**src/sv/mhpq_pkg.sv**
```systemverilog
`default_nettype none

package mhpq_pkg;

  localparam int CAPACITY_DEF = 128;
  localparam int KEY_W        = 32;
  localparam int COUNT_W      = 8;

  localparam logic signed [KEY_W-1:0] EMPTY_KEY = 32'sh7FFF_FFFF;

  typedef enum logic {
    OP_INSERT  = 1'b0,
    OP_EXTRACT = 1'b1
  } op_e;

  typedef enum logic [1:0] {
    STAT_OK    = 2'd0,
    STAT_EMPTY = 2'd1,
    STAT_FULL  = 2'd2
  } status_e;

  typedef enum logic [3:0] {
    S_IDLE,
    S_UP_RD,
    S_UP_CMP,
    S_DN_ROOT,
    S_DN_LAST,
    S_DN_RDL,
    S_DN_RDR,
    S_DN_SEL,
    S_DN_CMP
  } state_e;

  typedef struct packed {
    op_e                     op;
    logic signed [KEY_W-1:0] key_in;
  } in_t;

  typedef struct packed {
    logic signed [KEY_W-1:0] key_out;
    status_e                 status;
    logic [COUNT_W-1:0]      count;
  } out_t;

  // Completion report from the sequencer to the result register.
  typedef struct packed {
    logic                    valid;
    logic signed [KEY_W-1:0] key;
    status_e                 status;
  } done_t;

endpackage

`default_nettype wire

```
**src/sv/mhpq_ctrl.sv**
```systemverilog
`default_nettype none

module mhpq_ctrl #(
  parameter int CAPACITY = mhpq_pkg::CAPACITY_DEF,
  localparam int IDX_W   = $clog2(CAPACITY),
  localparam int CNT_W   = $clog2(CAPACITY + 1)
) (
  input  wire logic                  clk_i,
  input  wire logic                  rst_ni,
  input  wire logic                  start_i,
  input  wire mhpq_pkg::in_t         in_i,
  output logic                       busy_o,
  output logic [CNT_W-1:0]           cnt_o,
  output mhpq_pkg::done_t            done_o,
  output logic                       we_o,
  output logic [IDX_W-1:0]           waddr_o,
  output logic [mhpq_pkg::KEY_W-1:0] wdata_o,
  output logic [IDX_W-1:0]           raddr_o,
  input  wire logic [mhpq_pkg::KEY_W-1:0] rdata_i
);

  import mhpq_pkg::*;

  localparam int CW = CNT_W + 1;

  state_e state_q, state_d;

  logic [CNT_W-1:0]        cnt_q, cnt_d;
  logic [IDX_W-1:0]        pos_q, pos_d;
  logic [IDX_W-1:0]        cidx_q, cidx_d;
  logic signed [KEY_W-1:0] k_q, k_d;
  logic signed [KEY_W-1:0] c_q, c_d;
  logic signed [KEY_W-1:0] out_q, out_d;
  logic                    has_r_q, has_r_d;

  logic signed [KEY_W-1:0] rdata;
  logic signed [KEY_W-1:0] cmp_a, cmp_b;
  logic                    lt;
  logic [CW-1:0]           left, right, cntx;
  logic [IDX_W-1:0]        parent;
  logic                    full, empty;

  assign rdata  = $signed(rdata_i);
  assign left   = CW'({pos_q, 1'b1});
  assign right  = left + CW'(1);
  assign cntx   = CW'(cnt_q);
  assign parent = IDX_W'((pos_q - IDX_W'(1)) >> 1);
  assign full   = (cnt_q == CNT_W'(CAPACITY));
  assign empty  = (cnt_q == '0);

  // The single key comparator, shared by the compare steps of both sift directions.
  always_comb begin
    case (state_q)
      S_UP_CMP: begin
        cmp_a = k_q;
        cmp_b = rdata;
      end
      S_DN_SEL: begin
        cmp_a = rdata;
        cmp_b = c_q;
      end
      default: begin
        cmp_a = c_q;
        cmp_b = k_q;
      end
    endcase
  end

  assign lt = (cmp_a < cmp_b);

  always_comb begin
    state_d = state_q;
    case (state_q)
      S_IDLE: begin
        if (start_i) begin
          if (in_i.op == OP_INSERT && !full) begin
            state_d = S_UP_RD;
          end else if (in_i.op == OP_EXTRACT && !empty) begin
            state_d = S_DN_ROOT;
          end
        end
      end
      S_UP_RD:   state_d = (pos_q == '0) ? S_IDLE : S_UP_CMP;
      S_UP_CMP:  state_d = lt ? S_UP_RD : S_IDLE;
      S_DN_ROOT: state_d = empty ? S_IDLE : S_DN_LAST;
      S_DN_LAST: state_d = S_DN_RDL;
      S_DN_RDL:  state_d = (left >= cntx) ? S_IDLE : S_DN_RDR;
      S_DN_RDR:  state_d = S_DN_SEL;
      S_DN_SEL:  state_d = S_DN_CMP;
      S_DN_CMP:  state_d = lt ? S_DN_RDL : S_IDLE;
      default:   state_d = S_IDLE;
    endcase
  end

  always_comb begin
    cnt_d   = cnt_q;
    pos_d   = pos_q;
    cidx_d  = cidx_q;
    k_d     = k_q;
    c_d     = c_q;
    out_d   = out_q;
    has_r_d = has_r_q;
    we_o    = 1'b0;
    waddr_o = pos_q;
    wdata_o = k_q;
    raddr_o = '0;
    done_o  = '{valid: 1'b0, key: '0, status: STAT_OK};
    case (state_q)
      S_IDLE: begin
        if (start_i) begin
          if (in_i.op == OP_INSERT) begin
            if (full) begin
              done_o = '{valid: 1'b1, key: '0, status: STAT_FULL};
            end else begin
              pos_d = IDX_W'(cnt_q);
              cnt_d = cnt_q + CNT_W'(1);
              k_d   = in_i.key_in;
            end
          end else begin
            if (empty) begin
              done_o = '{valid: 1'b1, key: EMPTY_KEY, status: STAT_EMPTY};
            end else begin
              // Root read goes out now; its data arrives in the next state.
              cnt_d = cnt_q - CNT_W'(1);
            end
          end
        end
      end
      S_UP_RD: begin
        if (pos_q == '0) begin
          we_o   = 1'b1;
          done_o = '{valid: 1'b1, key: '0, status: STAT_OK};
        end else begin
          raddr_o = parent;
        end
      end
      S_UP_CMP: begin
        we_o = 1'b1;
        if (lt) begin
          // Parent moves down into the hole; the new key travels in k_q.
          wdata_o = rdata;
          pos_d   = parent;
        end else begin
          done_o = '{valid: 1'b1, key: '0, status: STAT_OK};
        end
      end
      S_DN_ROOT: begin
        out_d   = rdata;
        pos_d   = '0;
        raddr_o = IDX_W'(cnt_q);
        if (empty) begin
          done_o = '{valid: 1'b1, key: rdata, status: STAT_OK};
        end
      end
      S_DN_LAST: begin
        k_d = rdata;
      end
      S_DN_RDL: begin
        if (left >= cntx) begin
          we_o   = 1'b1;
          done_o = '{valid: 1'b1, key: out_q, status: STAT_OK};
        end else begin
          raddr_o = IDX_W'(left);
        end
      end
      S_DN_RDR: begin
        c_d     = rdata;
        cidx_d  = IDX_W'(left);
        raddr_o = IDX_W'(right);
        has_r_d = (right < cntx);
      end
      S_DN_SEL: begin
        // The right child wins only when it exists and is strictly smaller.
        if (has_r_q && lt) begin
          c_d    = rdata;
          cidx_d = IDX_W'(right);
        end
      end
      S_DN_CMP: begin
        we_o = 1'b1;
        if (lt) begin
          wdata_o = c_q;
          pos_d   = cidx_q;
        end else begin
          done_o = '{valid: 1'b1, key: out_q, status: STAT_OK};
        end
      end
      default: begin
      end
    endcase
  end

  always_ff @(posedge clk_i or negedge rst_ni) begin
    if (!rst_ni) begin
      state_q <= S_IDLE;
      cnt_q   <= '0;
    end else begin
      state_q <= state_d;
      cnt_q   <= cnt_d;
    end
  end

  always_ff @(posedge clk_i) begin
    pos_q   <= pos_d;
    cidx_q  <= cidx_d;
    k_q     <= k_d;
    c_q     <= c_d;
    out_q   <= out_d;
    has_r_q <= has_r_d;
  end

  assign busy_o = (state_q != S_IDLE);
  assign cnt_o  = cnt_q;

  a_cnt_bound: assert property (@(posedge clk_i) disable iff (!rst_ni)
    cnt_q <= CNT_W'(CAPACITY))
    else $error("entry count above capacity");

  a_no_write_idle: assert property (@(posedge clk_i) disable iff (!rst_ni)
    we_o |-> state_q != S_IDLE)
    else $error("heap write while idle");

  a_immediate_fault: assert property (@(posedge clk_i) disable iff (!rst_ni)
    (done_o.valid && state_q == S_IDLE) |-> done_o.status != STAT_OK)
    else $error("ok status reported without sifting");

  a_up_not_root: assert property (@(posedge clk_i) disable iff (!rst_ni)
    state_q == S_UP_CMP |-> pos_q != '0)
    else $error("sift-up compare at the root");

  a_count_step: assert property (@(posedge clk_i) disable iff (!rst_ni)
    (state_q != S_IDLE) |=> $stable(cnt_q))
    else $error("entry count changed during a sift");

endmodule

`default_nettype wire

```
**config.mk**
```make
export PLATFORM = sky130hd
export DESIGN_NAME = mhpq_ctrl
export DESIGN_NICKNAME = d
export VERILOG_FILES = /design/src/sv/mhpq_pkg.sv /design/src/sv/mhpq_ctrl.sv
export SDC_FILE = /design/constraint.sdc
export NUM_CORES = 1
export LEC_CHECK = 0
export ABC_AREA = 1
export BUFFER_PORTS_ARGS = -buffer_cell sky130_fd_sc_hd__buf_2
export CAP_MARGIN = 20
export CORE_ASPECT_RATIO = 0.6
export CORE_MARGIN = 1
export CORE_UTILIZATION = 35
export CTS_CLUSTER_SIZE = 30
export DETAILED_ROUTE_END_ITERATION = 6
export GPL_ROUTABILITY_DRIVEN = 0
export GPL_TIMING_DRIVEN = 0
export PLACE_DENSITY = 0.65
export SLEW_MARGIN = 5
export SYNTH_ARGS = -nofsm -noshare
export SYNTH_HDL_FRONTEND = slang
export SYNTH_SLANG_ARGS = --single-unit
export TNS_END_PERCENT = 50
```
**constraint.sdc**
```tcl
create_clock -name clk_i -period 10.15 [get_ports clk_i]
set_input_delay 1.015 -clock clk_i [delete_from_list [all_inputs] [get_ports clk_i]]
set_output_delay 1.015 -clock clk_i [all_outputs]
set_load 0.05 [all_outputs]
```
## After elaboration in Yosys (flattened, before gate mapping)

Index checks and enable logic that the tools add are counted.

| word-level totals | value |
|---|---|
| register bits | 123 |
| word-level logic and storage cells | 99 |

| operators by class | value |
|---|---|
| add/subtract/negate cells | 4 |
| eq/ne operators | 18 |
| bitwise gates (word level) | 1 |
| mux-type cells | 47 |
| reductions and logical operators | 18 |
| $lt $le $gt $ge | 3 |

Operators by type and width:

| cell | count |
|---|---|
| 32-bit case mux with 2 select lines | 5 |
| 35-bit 2-to-1 mux | 9 |
| 35-bit case mux with 6 select lines | 1 |
| 32-bit 2-to-1 mux | 6 |
| 7-bit case mux with 4 select lines | 2 |
| 7-bit 2-to-1 mux | 7 |
| 4-bit case mux with 9 select lines | 1 |
| 32-bit less-than comparator | 1 |
| 8-bit 2-to-1 mux | 3 |
| 4-bit by 3-bit == test with 1-bit output, second input constant | 4 |
| 2-bit != test, second input constant | 8 |
| 7-bit case mux with 2 select lines | 1 |
| 4-bit 2-to-1 mux | 3 |
| 8-bit by 1-bit adder with 9-bit output, second input constant | 1 |
| 9-bit by 8-bit less-than comparator with 1-bit output | 1 |
| 3-bit 2-to-1 mux | 3 |
| 8-bit by 1-bit adder with 8-bit output, second input constant | 1 |
| 4-bit by 2-bit == test with 1-bit output, second input constant | 2 |
| 8-bit == test, second input constant | 1 |
| 8-bit >= comparator | 1 |
| 8-bit zero test | 1 |
| 4-bit AND reduction | 2 |
| 4-bit nonzero test | 2 |
| 8-bit by 1-bit subtractor with 8-bit output, second input constant | 1 |
| 17 further kinds | 24 |

## Longest topological paths before layout

Gate-level depths: netlist of run 1.

| logic depth | value |
|---|---|
| word-level depth | 7 |
| gate-level depth with buffers | 26 |
| gate-level depth less buffers | 25 |

## Worst setup path after synthesis of run 1

Ideal clock, no wire load.

| timing | value |
|---|---|
| kind | reg-to-reg |
| from | register state_q[3] |
| to | register c_q[0], enable pin |
| cell stages (with the launch flop) | 19 |
| period minus slack after synthesis | 4.983 ns |
| setup time | 0.440 ns |
| setup slack | 5.167 ns |
| arrival time | 4.543 ns |
| path buffers | 3 |
| cells stage by stage | dfrtp_1 > inv_1 > nand2_1 > nor2_1 > clkbuf_1 > nor2_1 > clkbuf_1 > nand2_1 > o221ai_1 > ha_1 > nand2_1 > nor2_1 > nand4_1 > nor4_1 > nand2_2 > nand3_2 > nand2_2 > buf_6 > o21ai_1 |

| on the way | value |
|---|---|
| cells in the longest elaborated chain, start to end | 6 |
| elaborated cells between the ends (all ways) | 10 |
| classes of those cells | order compare: 1; eq/ne: 4; mux: 2; reduce/logical: 3 |

Ends and longest elaborated chain:

| item | line | text |
|---|---|---|
| from (decl) | mhpq_ctrl.sv:26 | `state_e state_q, state_d;` |
| from (signal assigned) | mhpq_ctrl.sv:198 | `state_q <= state_d;` |
| 4-bit by 3-bit == test with 1-bit output / 4-bit by 2-bit == test with 1-bit output (equally long branches) | mhpq_ctrl.sv:53, mhpq_ctrl.sv:108 |  |
| 32-bit case mux with 2 select lines | mhpq_ctrl.sv:53 | `case (state_q)` |
| 32-bit less-than comparator | mhpq_ctrl.sv:69 | `assign lt = (cmp_a < cmp_b);` |
| 1-bit logical AND | mhpq_ctrl.sv:174 | `if (has_r_q && lt) begin` |
| 2-bit != test (no source line) | - |  |
| 2-bit AND reduction (no source line) (*) | - |  |
| to (signal assigned) | mhpq_ctrl.sv:207 | `c_q <= c_d;` |
| to (decl) | mhpq_ctrl.sv:32 | `logic signed [KEY_W-1:0] c_q, c_d;` |

Every way passes the cells marked *; elsewhere a longest branch is shown, timed or not.
A chain may end at the register's enable or synchronous reset.

==> run metrics, run 1 <==
status finished, final reports clean; Synth area leaders edfxtp_1, inv_1, nand2_1; Slew @ Worst Pin 0.848 ns; largest net degree at the start of global routing 24; Die H 127 um; Power Dens Cells 386 nW/um2; critical path arrival 5.35 ns; Hold Violations, Final 0; postcts setup bufs 0; Setup Crit Path Kind flip-flop to output port; CP endpoint kind output port; CTS Sinks 123; total routed wirelength 33800 um; peak supply drop 0.000231 V; Core Area 25500 um2; Synth Net Count 1329; cts bufs inserted 17; crit start category flip-flop; Setup TNS Final 0 ns; Crit-path slowest cell nor2_1; RSZ-0062 raised after global routing no; DR WL/cell 19.2 um; Crit path required time 9.14 ns; initial DRC count 1411; WP buf/inv 5; antenna diode count 0; clock buffer depth 2; Post-route DRC 0; Lkg Pwr 5.28 nW; Worst-path clk slew 0.06 ns; Final HPWL DP 25200 um; initial antenna violation count 0; synthesis-to-finish area growth 21.1%; fill cell count 2540; crit path cell chain inv_1, nand2_1, nor2_1, clkbuf_1, nor2_1, clkbuf_1, a21oi_1, ha_1, nand2_1, nor2_1, nand4_1, nor4_1, nand2_2, nand2_1, nand2_1, nand2_2, buf_6, nand3_1, nand3_1, buf_2; Synth warnings 0; Max Cap Violations 0; num ports 159; post-layout min period 6.36 ns; first-pass GRT wire length 50400 um; final number of setup-violating endpoints 0; CP delay by family, top simple AND/OR/NAND/NOR gates; Tot GR Track Use 0.250; total grt overflow 0; Synth Register Bits 123; top-area cell type share of the netlist area 0.363; clock root cell clkbuf_16; Vias/cell 5.48; Resized Gates After CTS 0; layout cell share with drive strength beyond 1 0.156; hold buffers post-CTS 0; Mapped Cells 1206; Final WS setup 3.79 ns; Die X-Extent 211 um; HP Class input port to asynchronous set/reset pin; vias 9612; router iterations before antenna repair 5; Final #Nets 1513; Slew HR 0.431; CP Max Fanout 10; vias in the first global route 8615; number of library cell types mapped by synthesis 43; WHS 0.476 ns; Final Power 0.00429 W; post-route ant nets 0; Clock Latency Late Sink 0.44 ns; pre-CTS setup slack 4.43 ns; Port Buffers 158; Worst path most repeated cell nand2_1; largest area contributor in the netlist edfxtp_1; CTS tree done; max-slew violations 0; Max stage delay on crit path 0.65 ns; Post-Syn Area 9180 um2; sequential share of the synthesized area 0.396; CTS H-tree depth 4; initial core utilization 0.360; Avg Synthesized Cell Area 7.61 um2; row count 45; skew final 0.0111 ns; die footprint 26900 um2; maximum clock frequency 157 MHz; crit share post-route 0.627
## layer usage
layer | up-vias | track usage | part of all wire
li1 | 4481 | - | -
met4 | 0 | 0.0644 | 0.015
met3 | 50 | 0.0531 | 0.12
met2 | 652 | 0.352 | 0.41
met1 | 4429 | 0.381 | 0.46
met5 | - | 0 | 0
## kinds of logic after synthesis
logic type               count (synthesis)  synth area share
AO/OA/AOI/OAI                          269             0.176
multiplexers                             1           0.00109
XOR/XNOR                                14            0.0134
adder cells (fa/ha/maj)                 55            0.0758
buffers and inverters                  315             0.135
flip-flops                             123             0.396
AND/OR/NAND/NOR                        429             0.203
## flip-flops by register name, indices dropped and copies added (netlist names)
signal	flops
cnt_o	8
cidx_q	7
out_q	32
waddr_o	7
has_r_q	1
state_q	4
k_q	32
c_q	32
## path summary, 6_finish.rpt
check	depth (start not counted)	from	slack, ns	end
min in group clk_i	1	cnt_o[7]$_DFFE_PN0P_	0.54	cnt_o[7]$_DFFE_PN0P_
max in group asynchronous	1	rst_ni	9.42	state_q[3]$_DFFE_PN0P_
min	1	rst_ni	0.48	cnt_o[2]$_DFFE_PN0P_
max	20	state_q[3]$_DFFE_PN0P_	3.79	done_o[2]
min reg2reg	1	cnt_o[7]$_DFFE_PN0P_	0.54	cnt_o[7]$_DFFE_PN0P_
max reg2reg	18	state_q[3]$_DFFE_PN0P_	4.58	c_q[26]$_DFFE_PP_
## through the flow
step,cells,instance area (um2),util
final,1755,11100,0.436
after global routing,1755,11100,0.436
after CTS,1755,11100,0.436
after detailed placement,1723,10500,0.412
after global placement,1716,10400,0.408
after floorplan,1206,9180,-
## layout make-up
cell class,instances,area (um2),share of cell area
Multi-Input combinational cell,768,4330,0.389
Sequential cell,123,3630,0.327
Inverter,252,946,0.0851
Timing Repair Buffer,165,876,0.0788
Clock buffer,23,478,0.0430
Tap cell,352,440,0.0396
Buffer,63,294,0.0264
Clock inverter,9,120,0.0108
## cell usage in the layout (no fill, tap or decap), types with 13 or more instances in the layout
cell,instances
o22ai_1,63
clkbuf_1,53
a21oi_1,60
buf_2,159
o21ai_0,88
o221ai_1,36
inv_1,247
ha_1,54
nand3_1,147
nor2_1,36
nand2_1,220
clkbuf_16,17
xor2_1,13
edfxtp_1,111
## cell usage after synthesis (all sizes together)
cell type / n
nor3: 6
clkinv: 3
or2: 3
a41oi: 1
a31oi: 2
a211oi: 1
o221ai: 36
nand2: 224
nand4: 6
edfxtp: 111
o21bai: 1
dfrtp: 12
o21ai: 90
a21boi: 2
mux2i: 1
inv: 249
nand3: 149
o22ai: 63
o21a: 2
nor4: 3
o2111ai: 2
xor2: 13
fa: 1
nor2: 38
ha: 54
buf: 13
a21o: 1
xnor2: 1
a22oi: 3
o211ai: 2
a221oi: 3
a21oi: 60
clkbuf: 50
## power breakdown
part / internal, W / leakage (nW) / switching, W / total [W]
Clock: 0.000403 / 0.300 / 0.000234 / 0.000636
Sequential: 0.000732 / 1.16 / 0.000102 / 0.000834
Combinational: 0.000763 / 3.81 / 0.00206 / 0.00282
No activity file was read; power rests on OpenSTA's default activity.
==> run 2: changes to the inputs <==
Settings changed: PLACE_DENSITY 0.65 to 0.67.
Clock period 10.15 ns to 5.4 ns, I/O delays scaled along.
==> run 2 against run 1 <==
  * Clock power rose by 89%
  * Utilization rose by 0.41 points
  * Register-to-register slack got worse by 3.8 ns
  * Sequential share of layout area fell by 0.31 points
  * Worst setup slack lost 3.5 ns
  * Clock-buffer cell count fell by 6
  * Worst hold slack got worse by 0.18 ns
==> run metrics, run 2 (synthesized netlist as in run 1, its figures left out) <==
initial core utilization 0.360 (unchanged); total routed wirelength 34300 um (was 33800 um); Worst path most repeated cell nand2_1 (unchanged); CTS H-tree depth 4 (unchanged); peak supply drop 0.000408 V (was 0.000231 V); Die X-Extent 211 um (unchanged); commonest non-fill, non-tap cells in the layout inv_1, nand2_1, buf_2 (unchanged); Vias/cell 5.55 (was 5.48); Post-route DRC 0 (unchanged); Hold Violations, Final 0 (unchanged); CP delay by family, top simple AND/OR/NAND/NOR gates (unchanged); R2R Path Start state_q[1]$_DFFE_PN0P_ (was state_q[3]$_DFFE_PN0P_); most common cell after layout, fill and taps aside inv_1 (unchanged); initial DRC count 1288 (was 1411); final instance area 11200 um2 (was 11100 um2); Slew @ Worst Pin 0.940 ns (was 0.848 ns); layout cell share with drive strength beyond 1 0.171 (was 0.156); first-pass GRT wire length 51700 um (was 50400 um); clock root cell clkbuf_16 (unchanged); row count 45 (unchanged); initial antenna violation count 0 (unchanged); post-route ant nets 0 (unchanged); clock buffer depth 2 (unchanged); Final #Nets 1514 (was 1513); worst r2r path cells 21 (was 18); CP endpoint kind output port (unchanged); CP Max Fanout 10 (unchanged); Max Cap Violations 0 (unchanged); Port Buffers 158 (unchanged); Lkg Pwr 5.32 nW (was 5.28 nW); Max stage delay on crit path 0.48 ns (was 0.65 ns); crit start category flip-flop (unchanged); cts bufs inserted 17 (unchanged); fill cell count 2573 (was 2540); max-slew violations 0 (unchanged); min-delay src rdata_i[15]; final number of setup-violating endpoints 0 (unchanged); flop2flop setup slack 0.76 ns (was 4.58 ns); crit share post-route 0.955; Die H 127 um (unchanged); Crit-path slowest cell clkbuf_1 (was nor2_1); Top Registers c_q (32), k_q (32), out_q (32) (unchanged); synthesis-to-finish area growth 22.3% (was 21.1%); WP buf/inv 6 (was 5); skew final 0.0137 ns (was 0.0111 ns); Final HPWL DP 25300 um (was 25200 um); worst-case hold path end point c_q[15]$_DFFE_PP_; router iterations before antenna repair 5 (unchanged); vias 9742 (was 9612); Worst Setup SP state_q[1]$_DFFE_PN0P_ (was state_q[3]$_DFFE_PN0P_); total grt overflow 0 (unchanged); Setup TNS Final 0 ns (unchanged); HP Class input port to flip-flop (was input port to asynchronous set/reset pin); Clock Latency Late Sink 0.45 ns (was 0.44 ns); Met3 Wirelength 4500 um (was 4040 um); post-placement cell count 1722 (was 1723); Power Dens Cells 726 nW/um2 (was 386 nW/um2); Post-Route Utilization 0.440 (was 0.436); FF/Latch Area 3630 um2 (unchanged); CTS tree done (unchanged); maximum clock frequency 194 MHz; num ports 159 (unchanged); Setup Crit Path Kind flip-flop to output port (unchanged); Core Area 25500 um2 (unchanged); largest net degree at the start of global routing 22 (was 24); Tot GR Track Use 0.255 (was 0.250); die footprint 26900 um2 (unchanged); crit path cell chain inv_2, nor2_2, nand2_2, clkinvlp_4, nor2_4, clkbuf_1, a21oi_1, ha_1, nand2_1, inv_1, nand3_1, a31oi_1, nor2_1, nand2_1, nand2_2, nand2_1, nand2_1, nand2_2, buf_6, nand3_1, nand3_1, clkbuf_4 (was inv_1, nand2_1, nor2_1, clkbuf_1, nor2_1, clkbuf_1, a21oi_1, ha_1, nand2_1, nor2_1, nand4_1, nor4_1, nand2_2, nand2_1, nand2_1, nand2_2, buf_6, nand3_1, nand3_1, buf_2); WL met2 13800 um (about the same); Slew HR 0.370 (was 0.431); CTS Sinks 123 (unchanged); WHS Path Cells 1; RSZ-0062 raised after global routing no (unchanged); vias in the first global route 8900 (was 8615); post-layout min period 5.16 ns; status finished, final reports clean (unchanged); Worst-path clk slew 0.07 ns (was 0.06 ns); WL met1 15200 um (was 15400 um); max layer used met4 (unchanged); Crit path required time 4.86 ns (was 9.14 ns); critical path arrival 4.62 ns (was 5.35 ns); DR WL/cell 19.5 um (was 19.2 um); area of the multi-input gates 4360 um2 (was 4330 um2); reg-to-reg endpoint c_q[17]$_DFFE_PP_ (was c_q[26]$_DFFE_PP_); Cell Area, Placed 10500 um2 (about the same); antenna diode count 0 (unchanged); post-route insts no fill 1756 (was 1755)
==> run 2: cell types whose count changed in the layout (fill, tap and decap cells not counted), moves of 2 or more <==
cell,previous run,this run
buf_12,2,0
buf_16,0,3
buf_4,7,5
clkbuf_1,53,37
clkbuf_2,0,12
clkbuf_4,0,4
clkbuf_8,3,0
clkinv_1,3,5
clkinv_2,6,2
clkinv_4,0,4
clkinvlp_4,0,4
nor2_1,36,34
==> run 2: per-layer routing <==
metal | global-route usage | vias to the layer above
li1 | - | 4473
met1 | 0.385 | 4510
met2 | 0.359 | 686
met3 | 0.0575 | 73
met4 | 0.0669 | 0
met5 | 0 | -
==> run 2: final cells by class <==
class,instances,share of cell area
Multi-Input combinational cell,768,0.389
Sequential cell,123,0.324
Inverter,252,0.0846
Timing Repair Buffer,166,0.0819
Tap cell,352,0.0392
Clock buffer,17,0.0379
Buffer,63,0.0282
Clock inverter,15,0.0155
==> run 2: what timing repair did <==
action,in CTS,in global routing
gates cloned,0,0
gates resized for setup,5,33
hold buffers,1,0
setup endpoints to repair,65,64
setup buffers,0,0
endpoints found under the hold margin,12,0
==> run 2: power by group <==
group          switching, W  internal, W
registers          0.000190      0.00138
clock network      0.000472     0.000723
logic               0.00391      0.00147
==> run 2: per-stage QoR <==
| step | total power, W | setup slack (ns) | hold WS [ns] |
|---|---|---|---|
| 2_1_floorplan | 0.00524 | 0.417 | 0.244 |
| 3_3_place_gp | 0.00665 | -2.24 | 0.450 |
| 3_5_place_dp | 0.00678 | 0.0941 | 0.452 |
| 4_1_cts | 0.00800 | 0.0217 | 0.290 |
| 5_1_grt | 0.00861 | 0.0166 | 0.289 |
| 6_report | 0.00814 | 0.245 | 0.299 |
==> run 2: worst max-delay path by stage <==
stage / to / cells past startpoint
2_1_floorplan: c_q[0]$_DFFE_PP_ / 18
3_3_place_gp: c_q[16]$_DFFE_PP_ / 17
3_5_place_dp: done_o[10] / 19
4_1_cts: done_o[10] / 19
5_1_grt: wdata_o[22] / 23
6_report: done_o[10] / 22
